**src/hdl/sism_pkg.sv**
```systemverilog
// ----------------------------------------------------------------------------
// sism_pkg: shared types for the sorted interval set
// Transaction structs, mode codes, controller states and command/status types.
// ----------------------------------------------------------------------------
package sism_pkg;

    localparam int FIELD_BITS = 64;
    localparam int COUNT_BITS = 7;

    typedef enum logic [1:0] {
        MODE_ADD   = 2'd0,
        MODE_QUERY = 2'd1,
        MODE_CHECK = 2'd2,
        MODE_NONE  = 2'd3
    } mode_t;

    typedef struct packed {
        logic [1:0]            mode;
        logic [FIELD_BITS-1:0] range_start;
        logic [FIELD_BITS-1:0] range_length;
        logic [FIELD_BITS-1:0] range_end;
    } in_item_t;

    typedef struct packed {
        logic                  contained;
        logic                  fault;
        logic                  table_full;
        logic [COUNT_BITS-1:0] entry_count;
    } out_item_t;

    typedef enum logic [4:0] {
        ST_IDLE,
        ST_SRCH_RD,    // init search bounds, or skip to done on MODE_NONE
        ST_SRCH_WT,    // read data valid next
        ST_SRCH_CMP,   // compare, narrow bounds
        ST_DECIDE_RD,  // read entry k-1
        ST_DECIDE_WT,
        ST_DECIDE,     // query answer or add path choice
        ST_SHUP_RD,    // shift up: read n-1
        ST_SHUP_WT,
        ST_SHUP_WR,    // write n
        ST_INS_WR,     // write new entry at i
        ST_MERGE_WR,   // write grown end at i
        ST_COAL_RD,    // coalesce: read j
        ST_COAL_WT,
        ST_COAL_CMP,
        ST_COAL_WR,    // write final end at i
        ST_SHDN_RD,    // shift down: read src
        ST_SHDN_WT,
        ST_SHDN_WR,
        ST_DONE
    } state_t;

    // controller -> datapath
    typedef struct packed {
        logic load;        // capture input item
        logic srch_init;   // lo=0, hi=count, key chosen by mode
        logic srch_rd;     // read at mid
        logic srch_cmp;    // update lo/hi
        logic rd_km1;      // read at lo-1
        logic cap_nb;      // capture neighbor entry
        logic sel_merge;   // i = lo-1, grow end
        logic sel_insert;  // i = lo, n = count
        logic shup_rd;     // read n-1
        logic shup_wr;     // write n, n--
        logic ins_wr;      // write s,e at i, count++
        logic cur_wr;      // write cur end at i
        logic coal_init;   // j = i+1
        logic coal_rd;     // read j
        logic coal_step;   // absorb j, j++
        logic shdn_init;   // src=j, dst=i+1
        logic shdn_rd;     // read src
        logic shdn_wr;     // write dst, src++, dst++
        logic shdn_fin;    // count -= j-i-1
        logic set_full;
        logic set_query;   // record query answer
        logic out_load;    // load result register
    } cmd_t;

    // datapath -> controller
    typedef struct packed {
        mode_t mode;
        logic  srch_more;  // lo < hi
        logic  k_pos;      // lo > 0
        logic  merge_ok;   // s <= nb.end+1
        logic  is_full;
        logic  shup_more;  // n > i
        logic  coal_more;  // j < count
        logic  coal_hit;   // start[j] <= cur_end+1
        logic  shrink;     // j > i+1
        logic  shdn_more;  // src < count
    } stat_t;

endpackage

```
**src/hdl/sism_ctrl.sv**
```systemverilog
// ----------------------------------------------------------------------------
// sism_ctrl: sequencer for the interval set
// Steps search, insert shift, coalesce and compaction; drives handshakes.
// ----------------------------------------------------------------------------
module sism_ctrl (
    input  logic            clk,
    input  logic            rst_n,
    input  logic            in_valid,
    output logic            in_stall,
    output logic            out_valid,
    input  logic            out_stall,
    input  sism_pkg::stat_t st,
    output sism_pkg::cmd_t  cmd
);
    import sism_pkg::*;

    state_t state_reg, state_next;
    logic   ov_reg, ov_next;

    always_ff @(posedge clk or negedge rst_n)
    begin
        if (!rst_n)
        begin
            state_reg <= ST_IDLE;
            ov_reg    <= 1'b0;
        end
        else
        begin
            state_reg <= state_next;
            ov_reg    <= ov_next;
        end
    end

    assign out_valid = ov_reg;
    // take a new item only when idle and the result slot is free or draining
    assign in_stall  = !(state_reg == ST_IDLE && (!ov_reg || !out_stall));

    // next state and commands
    always_comb
    begin
        state_next = state_reg;
        ov_next    = ov_reg && out_stall;
        cmd        = '0;
        unique case (state_reg)
            ST_IDLE:
            begin
                if (in_valid && !in_stall)
                begin
                    cmd.load   = 1'b1;
                    state_next = ST_SRCH_RD;
                end
            end
            ST_SRCH_RD:
            begin
                if (st.mode == MODE_NONE)
                    state_next = ST_DONE;
                else
                begin
                    cmd.srch_init = 1'b1;
                    state_next    = ST_SRCH_WT;
                end
            end
            ST_SRCH_WT:
            begin
                if (st.srch_more)
                begin
                    cmd.srch_rd = 1'b1;
                    state_next  = ST_SRCH_CMP;
                end
                else
                    state_next = ST_DECIDE_RD;
            end
            ST_SRCH_CMP:
            begin
                cmd.srch_cmp = 1'b1;
                state_next   = ST_SRCH_WT;
            end
            ST_DECIDE_RD:
            begin
                cmd.rd_km1 = 1'b1;
                state_next = ST_DECIDE_WT;
            end
            ST_DECIDE_WT:
            begin
                cmd.cap_nb = 1'b1;
                state_next = ST_DECIDE;
            end
            ST_DECIDE:
            begin
                if (st.mode != MODE_ADD)
                begin
                    cmd.set_query = 1'b1;
                    state_next    = ST_DONE;
                end
                else if (st.k_pos && st.merge_ok)
                begin
                    cmd.sel_merge = 1'b1;
                    state_next    = ST_MERGE_WR;
                end
                else if (st.is_full)
                begin
                    cmd.set_full = 1'b1;
                    state_next   = ST_DONE;
                end
                else
                begin
                    cmd.sel_insert = 1'b1;
                    state_next     = ST_SHUP_RD;
                end
            end
            ST_SHUP_RD:
            begin
                if (st.shup_more)
                begin
                    cmd.shup_rd = 1'b1;
                    state_next  = ST_SHUP_WT;
                end
                else
                    state_next = ST_INS_WR;
            end
            ST_SHUP_WT:
            begin
                // hold the read address so data stays valid for the write
                cmd.shup_rd = 1'b1;
                state_next  = ST_SHUP_WR;
            end
            ST_SHUP_WR:
            begin
                cmd.shup_wr = 1'b1;
                state_next  = ST_SHUP_RD;
            end
            ST_INS_WR:
            begin
                cmd.ins_wr    = 1'b1;
                cmd.coal_init = 1'b1;
                state_next    = ST_COAL_RD;
            end
            ST_MERGE_WR:
            begin
                cmd.cur_wr    = 1'b1;
                cmd.coal_init = 1'b1;
                state_next    = ST_COAL_RD;
            end
            ST_COAL_RD:
            begin
                if (st.coal_more)
                begin
                    cmd.coal_rd = 1'b1;
                    state_next  = ST_COAL_WT;
                end
                else
                    state_next = ST_COAL_WR;
            end
            ST_COAL_WT:
            begin
                cmd.coal_rd = 1'b1;
                state_next  = ST_COAL_CMP;
            end
            ST_COAL_CMP:
            begin
                if (st.coal_hit)
                begin
                    cmd.coal_step = 1'b1;
                    state_next    = ST_COAL_RD;
                end
                else
                    state_next = ST_COAL_WR;
            end
            ST_COAL_WR:
            begin
                cmd.cur_wr = 1'b1;
                if (st.shrink)
                begin
                    cmd.shdn_init = 1'b1;
                    state_next    = ST_SHDN_RD;
                end
                else
                    state_next = ST_DONE;
            end
            ST_SHDN_RD:
            begin
                if (st.shdn_more)
                begin
                    cmd.shdn_rd = 1'b1;
                    state_next  = ST_SHDN_WT;
                end
                else
                begin
                    cmd.shdn_fin = 1'b1;
                    state_next   = ST_DONE;
                end
            end
            ST_SHDN_WT:
            begin
                cmd.shdn_rd = 1'b1;
                state_next  = ST_SHDN_WR;
            end
            ST_SHDN_WR:
            begin
                cmd.shdn_wr = 1'b1;
                state_next  = ST_SHDN_RD;
            end
            ST_DONE:
            begin
                if (!ov_reg || !out_stall)
                begin
                    cmd.out_load = 1'b1;
                    ov_next      = 1'b1;
                    state_next   = ST_IDLE;
                end
            end
            default: state_next = ST_IDLE;
        endcase
    end
endmodule

```
**config.mk**
```make
export PLATFORM = sky130hd
export DESIGN_NAME = sism_ctrl
export DESIGN_NICKNAME = d
export VERILOG_FILES = /design/src/hdl/sism_pkg.sv /design/src/hdl/sism_ctrl.sv
export SDC_FILE = /design/constraint.sdc
export NUM_CORES = 1
export LEC_CHECK = 0
export BUFFER_PORTS_ARGS = -buffer_cell sky130_fd_sc_hd__buf_2
export CAP_MARGIN = 15
export CORE_MARGIN = 2
export CORE_UTILIZATION = 44
export CTS_CLUSTER_DIAMETER = 40
export DETAILED_ROUTE_END_ITERATION = 12
export PLACE_DENSITY = 0.86
export SYNTH_ARGS = -nofsm -noshare
export SYNTH_HDL_FRONTEND = slang
export SYNTH_SLANG_ARGS = --single-unit
export TNS_END_PERCENT = 5
```
**constraint.sdc**
```tcl
create_clock -name clk -period 1.8 [get_ports clk]
set_input_delay 0.18 -clock clk [delete_from_list [all_inputs] [get_ports clk]]
set_output_delay 0.18 -clock clk [all_outputs]
set_load 0.1 [all_outputs]
```
==> impl_metrics.yaml, run 1 <==
synth:
  ys_seq_area_frac: 0.207
  syn_avg_cell_area_sq_um: 6.78
  syn-num-nets: 122
  synth_warnings: 0
  ys_types: 37
  synth-seq-cells: 6
  netlist_instances: 107
  syn-cell-area_sq_um: 726
status:
  error: "[ERROR DPL-0033] detailed placement checks failed during check placement."
  failing_step: "3_5_place_dp"
  status: "stopped before the end"
placement:
  hpwl_microns: 3020
  place_congestion: 0.893
  port_buffers: 38
floorplan:
  die_h_microns: 44.6
  ios: 39
  fp.dieW_microns: 44.6
  start_util: 0.476
  row_count: 14
cells by family after synthesis:
logic type,after synthesis,synth area share
flops,6,0.207
buf+inv,11,0.0965
compound gates,28,0.253
simple gates,62,0.443
per-stage QoR:
stage             hold slack [ns]  setup TNS, ns  std cells  cell area [sq um]
floorplan                  -0.116          -4.87        107                893
global placement           0.0132              0        168               1500
synth_stat cells, drive strengths merged:
library cell	number	area, sq um
a2111o	1	11.3
a21boi	1	7.51
a21o	1	7.51
a21oi	10	50.1
a22oi	1	7.51
a2bb2oi	1	8.76
a31oi	1	6.26
and3	2	12.5
and3b	1	8.76
buf	7	53.8
clkbuf	1	3.75
clkinv	1	5.00
dfrtp	6	150
inv	2	7.51
nand2	13	48.8
nand2b	3	18.8
nand3	3	15.0
nand3b	1	7.51
nand4	2	12.5
nor2	18	67.6
nor2b	2	12.5
nor3	7	40.0
nor3b	4	35.0
nor4	3	18.8
o2111a	1	11.3
o211ai	1	7.51
o21ai	4	20.0
o221ai	2	17.5
o22ai	1	6.26
o31ai	3	22.5
or2	1	6.26
or3	2	17.5
==> run 2: changes to the inputs <==
--- a/config.mk
+++ b/config.mk
@@ -7,11 +7,10 @@
 export LEC_CHECK = 0
 export BUFFER_PORTS_ARGS = -buffer_cell sky130_fd_sc_hd__buf_2
 export CAP_MARGIN = 15
-export CORE_MARGIN = 2
-export CORE_UTILIZATION = 44
-export CTS_CLUSTER_DIAMETER = 40
+export CORE_AREA = 2 2 63 65
 export DETAILED_ROUTE_END_ITERATION = 12
-export PLACE_DENSITY = 0.86
+export DIE_AREA = 0 0 65 67
+export PLACE_DENSITY_LB_ADDON = 0.15
 export SYNTH_ARGS = -nofsm -noshare
 export SYNTH_HDL_FRONTEND = slang
 export SYNTH_SLANG_ARGS = --single-unit
==> run 2 against run 1 <==
Effect of this change: the flow now finishes, with violations (setup timing); synthesized area stayed put; synthesized cell count stayed put.
==> impl_metrics.yaml, run 2 <==
sta:
  finalHoldViolCount: 0
  finalSetupTns_ns: -0.0420
  fin_crit_ns: 1.84
  holdWs_ns: 0.316
  period_share: 1.02
  tightest_slew_ns: 0.486
  maxSlewHeadroom: 0.678
  rsz0062_at_grt: "true"
  slew_viol_final: 0
  setup_violations: 2
  fmax_ghz: 0.545
  setup_ws_ns: -0.0356
  clock_skew_ns: 0.000258
detailed_routing:
  vias_per_cell: 4.80
  first_pass_iters: 4
  routedWlPerCell_microns: 13.4
  top_layer_used: "met4"
  dr_wl_met2_microns: 1550
  drc: 0
  wl_met3_microns: 138
  first_iter_violations: 24
  wl_met1_microns: 1160
  wl_microns: 2890
  dr_total_vias: 1031
  drt.antenna.violating_nets: 0
setup_path:
  crit_family: "simple AND/OR/NAND/NOR gates"
  critPathMaxStageDelay_ns: 0.44
  path_class: "reg -> out"
  cp_cell_sequence: "buf_6 > or3_4 > nor3b_4 > buf_12"
  slowest_stage: "dfrtp_2"
  ff2ff_path_depth: 7
  end_kind: "output port"
  rrSetupSlack_ns: 0.11
  cp-start-kind: "flip-flop"
  worstPathMaxFanout: 5
  path_buf_inv: 2
  cp.arrival_ns: 1.66
  cp.depth: 4
  required_ns: 1.62
synth:
  synth_area_leaders: "dfrtp_1 21%, nor2_1 9.3%, a21oi_1 6.9%, nand2_1 6.7%, buf_6 4.7%"
  synth_largest_area_cell: "dfrtp_1"
  synth_warnings: 0
  ys_types: 37
  synth_edf_count: 0
  synth-seq-cells: 6
  netlist_instances: 107
  syn_avg_cell_area_sq_um: 6.78
  syn-cell-area_sq_um: 726
  synth_common_cells: "18 x nor2_1, 13 x nand2_1, 10 x a21oi_1"
  syn-num-nets: 122
  synth_flop_cell: "dfrtp_1"
  yosysMostFrequentCell: "nor2_1"
  yosys.area.top_type_share: 0.207
  async_flop_share: 1.00
  ys_seq_area_frac: 0.207
finish:
  diodes: 0
  largest_reg_flops: 5
  nets: 183
  final_common_cell: "buf_12"
  most-common-layout-cells: "23 x buf_12, 22 x buf_4, 15 x buf_2, 11 x nand2_1"
  area_growth_syn_to_layout_pct: 138
  final_util: 0.479
  stdcell_area_sq_mm: 0.00173
  stdcell_count: 215
  nFillCells: 345
  drive_above_1_share: 0.605
grt:
  grt_pass1_wl_microns: 4710
  grt_use_total: 0.141
  grt_overflow_total: 0
  antenna_found_initial: 0
  grt_max_degree: 14
  grt_pass1_vias: 988
placement:
  hpwl_microns: 2280
  placed_cell_area_sq_mm: 0.00156
  placed_cells: 202
  port_buffers: 38
  place_congestion: 0.806
  dp_slack_ns: 0.0747
floorplan:
  fp.dieW_microns: 65
  ios: 39
  start_util: 0.201
  die-area_sq_mm: 0.00436
  core_area_sq_mm: 0.00361
  row_count: 22
  die_h_microns: 67
job:
  max_cap_viol_count: 0
power:
  power-per-cell-area_mw_per_mm2: 1910
  p_leak_nw: 0.717
  peakVddDrop_mv: 0.650
  power_mw: 3.30
clocking:
  numClockSinks: 6
  cts_buffers: 3
  cts_tree: "done"
  clkTransAtPathRegs_ns: 0.04
  clk_latency_ns: 0.23
  root_buffer: "clkbuf_8"
  clock_path_buffers: 2
  cts_max_level: 1
status:
  status: "complete, but fails checks"
  violations: "setup timing"
hold_path:
  hp-class: "in -> async"
-- run 2: worst paths after layout --
check                        startpoint            to
max                        state_reg[2]       cmd[20]
min                               rst_n  state_reg[4]
max reg2reg                state_reg[3]  state_reg[0]
min reg2reg                state_reg[4]  state_reg[3]
max in group asynchronous         rst_n  state_reg[1]
min in group clk                  st[6]  state_reg[3]
-- run 2: report_power, final --
part,switching [mW],internal (mW),leakage [nW],total (mW)
Clock,0.0673,0.153,0.0228,0.220
Combinational,1.71,1.09,0.623,2.80
Sequential,0.0752,0.204,0.0713,0.279
Total,1.86,1.44,0.717,3.30
-- run 2: cells by family (layout without fill, tap and decap cells) --
kind of cell,after synthesis,in the layout,synth area share
buf+inv,11,71,0.0965
compound gates,28,28,0.253
simple gates,62,62,0.443
flops,6,6,0.207
-- run 2: per-layer routing --
layer	global-route usage	vias to the layer above
met1	0.171	483
li1	-	513
met4	0.0559	0
met5	0	-
met3	0.0169	4
met2	0.253	31
-- run 2: what timing repair did --
| action | 4_1_cts | 5_1_grt |
|---|---|---|
| hold buffers | 1 | 0 |
| resized for setup | 6 | 10 |
| buffers inserted | 1 | 7 |
| hold endpoints to repair | 6 | 0 |
| pin swaps | 1 | 5 |
| setup endpoints to repair | 9 | 14 |
-- run 2: final cells by class --
| cell class | instances | area (sq um) | share of cell area |
|---|---|---|---|
| tap | 48 | 60.1 | 0.0348 |
| sequential | 6 | 155 | 0.0898 |
| multi-input combinational | 90 | 717 | 0.415 |
| timing repair buffer | 64 | 738 | 0.427 |
| inverter | 3 | 12.5 | 0.00724 |
| clock buffer | 4 | 45.0 | 0.0261 |
Power figures use the tool's default switching activity.
==> run 3: changes to the inputs <==
==> constraint.sdc (replaced) <==
create_clock -name clk -period 2.2 [get_ports clk]
set_input_delay 0.22 -clock clk [delete_from_list [all_inputs] [get_ports clk]]
set_output_delay 0.22 -clock clk [all_outputs]
set_load 0.1 [all_outputs]
==> run 3 against run 2 <==
Effect of this change: the run now ends clean; flip-flop and latch count stayed put; clock-buffer cell count shrank 1; combinational power down 42%; register-to-register slack improved by 0.40 ns; sequential power is 5% higher; cell area is 26% lower; critical path depth stayed put; utilization shrank 12 points; final cell count is 8.4% lower; clock power shrank 26%; critical path type unchanged.
==> impl_metrics.yaml, run 3 (same netlist as run 2, synthesis figures left out) <==
status:
  status: "complete, no violations"
grt:
  grt_overflow_total: 0
  grt_max_degree: 13
  grt_pass1_wl_microns: 4220
  antenna_found_initial: 0
  grtUsageMet1: 0.166
  top_usage_layer: "met2"
  grtUsageMet2: 0.196
  grt_pass1_vias: 900
  grt_util_met3: 0.0321
  grt_use_total: 0.124
detailed_routing:
  drc: 0
  first_iter_violations: 10
  first_pass_iters: 4
  wl_microns: 2560
  vias_per_cell: 4.75
  dr_total_vias: 936
  drt.antenna.violating_nets: 0
  routedWlPerCell_microns: 13.0
power:
  power_mw: 2.08
  peakVddDrop_mv: 0.444
  combinationalPowerShare: 0.782
  seqPwrFrac: 0.141
  internal_power_uw: 794
  power_frac_clock: 0.078
  p_sw_frac: 0.618
  power-per-cell-area_mw_per_mm2: 1630
  p_leak_nw: 0.558
  p_sw_mw: 1.29
sta:
  rsz0062_at_grt: "false"
  clock_skew_ns: 0.00111
  fin_crit_ns: 2.05
  period_share: 0.932
  finalSetupTns_ns: 0
  setup_ws_ns: 0.149
  finalHoldViolCount: 0
  holdWs_ns: 0.340
  fmax_ghz: 0.488
  slew_viol_final: 0
  tightest_slew_ns: 0.487
  maxSlewHeadroom: 0.677
  setup_violations: 0
setup_path:
  startpoint: "state_reg[2]"
  end_kind: "output port"
  ff2ff_path_depth: 6
  r2r_start: "state_reg[4]"
  required_ns: 1.98
  rrSetupSlack_ns: 0.51
  r2r-end: "state_reg[0]"
  cp-start-kind: "flip-flop"
  cp-endpoint: "cmd[18]"
  cp.arrival_ns: 1.83
  path_class: "reg -> out"
  worstPathMaxFanout: 11
clocking:
  ctsHoldBuffers: 1
  clk_latency_ns: 0.22
  clkTransAtPathRegs_ns: 0.03
  cts_max_level: 1
  cts_tree: "done"
  cts_resized: 0
  numClockSinks: 6
  clock_path_buffers: 2
  cts_buffers: 3
  post_cts_buffers: 0
  root_buffer: "clkbuf_8"
job:
  max_cap_viol_count: 0
finish:
  final_common_cell: "buf_2"
  final_util: 0.355
  drive_above_1_share: 0.430
  nFillCells: 394
  diodes: 0
  nets: 166
  area_growth_syn_to_layout_pct: 76.4
  most-common-layout-cells: "26 x buf_2, 17 x nor2_1, 13 x nand2_1, 12 x buf_12, 10 x a21oi_1"
  largest_reg_flops: 5
hold_path:
  holdCritStartpoint: "st[6]"
  hp-class: "in -> reg"
placement:
  place_congestion: 0.786
  port_buffers: 38
  dp_slack_ns: 0.378
  hpwl_microns: 2070
floorplan:
  core_area_sq_mm: 0.00361
  ios: 39
  start_util: 0.201
  row_count: 22
  die_h_microns: 67
  die-area_sq_mm: 0.00436
  fp.dieW_microns: 65
run 3: worst max-delay path: stages (launching register included):
cell and delay (ns):
dfrtp_1 0.50, buf_4 0.22, or3_4 0.35, nor2_1 0.11, buf_2 0.43
run 3: layout make-up:
cell class,count,area [sq um],share of cell area
Inverter,3,12.5,0.00978
Tap cell,48,60.1,0.0469
Timing Repair Buffer,47,440,0.344
Multi-Input combinational cell,90,576,0.450
Clock buffer,3,41.3,0.0323
Sequential cell,6,150,0.117
run 3: worst min-delay path by stage:
stage,slack (ns),cells past startpoint,to
2_1_floorplan,-0.08,0,out_valid
3_3_place_gp,0.05,1,state_reg[3]
3_5_place_dp,0.05,1,state_reg[2]
4_1_cts,0.34,3,state_reg[3]
5_1_grt,0.37,3,state_reg[2]
6_report,0.34,3,state_reg[3]
run 3: power groups by stage:
stage | logic, mW | clock network, mW | registers (mW)
6_report | 1.63 | 0.162 | 0.293
4_1_cts | 1.63 | 0.165 | 0.294
5_1_grt | 1.73 | 0.172 | 0.314
3_3_place_gp | 1.63 | 0 | 0.293
2_1_floorplan | 1.31 | 0 | 0.216
3_5_place_dp | 1.63 | 0 | 0.293
run 3: stage by stage:
step / cell area, sq um / cells
5_1_grt: 1280 / 197
2_1_floorplan: 796 / 107
4_1_cts: 1280 / 197
6_report: 1280 / 197
3_3_place_gp: 1230 / 193
3_5_place_dp: 1230 / 193
run 3: routing by layer:
layer	part of all wire	wire length, microns
met1	0.47	1200
met2	0.46	1170
met3	0.066	168
met4	0.0086	22
met5	0	0
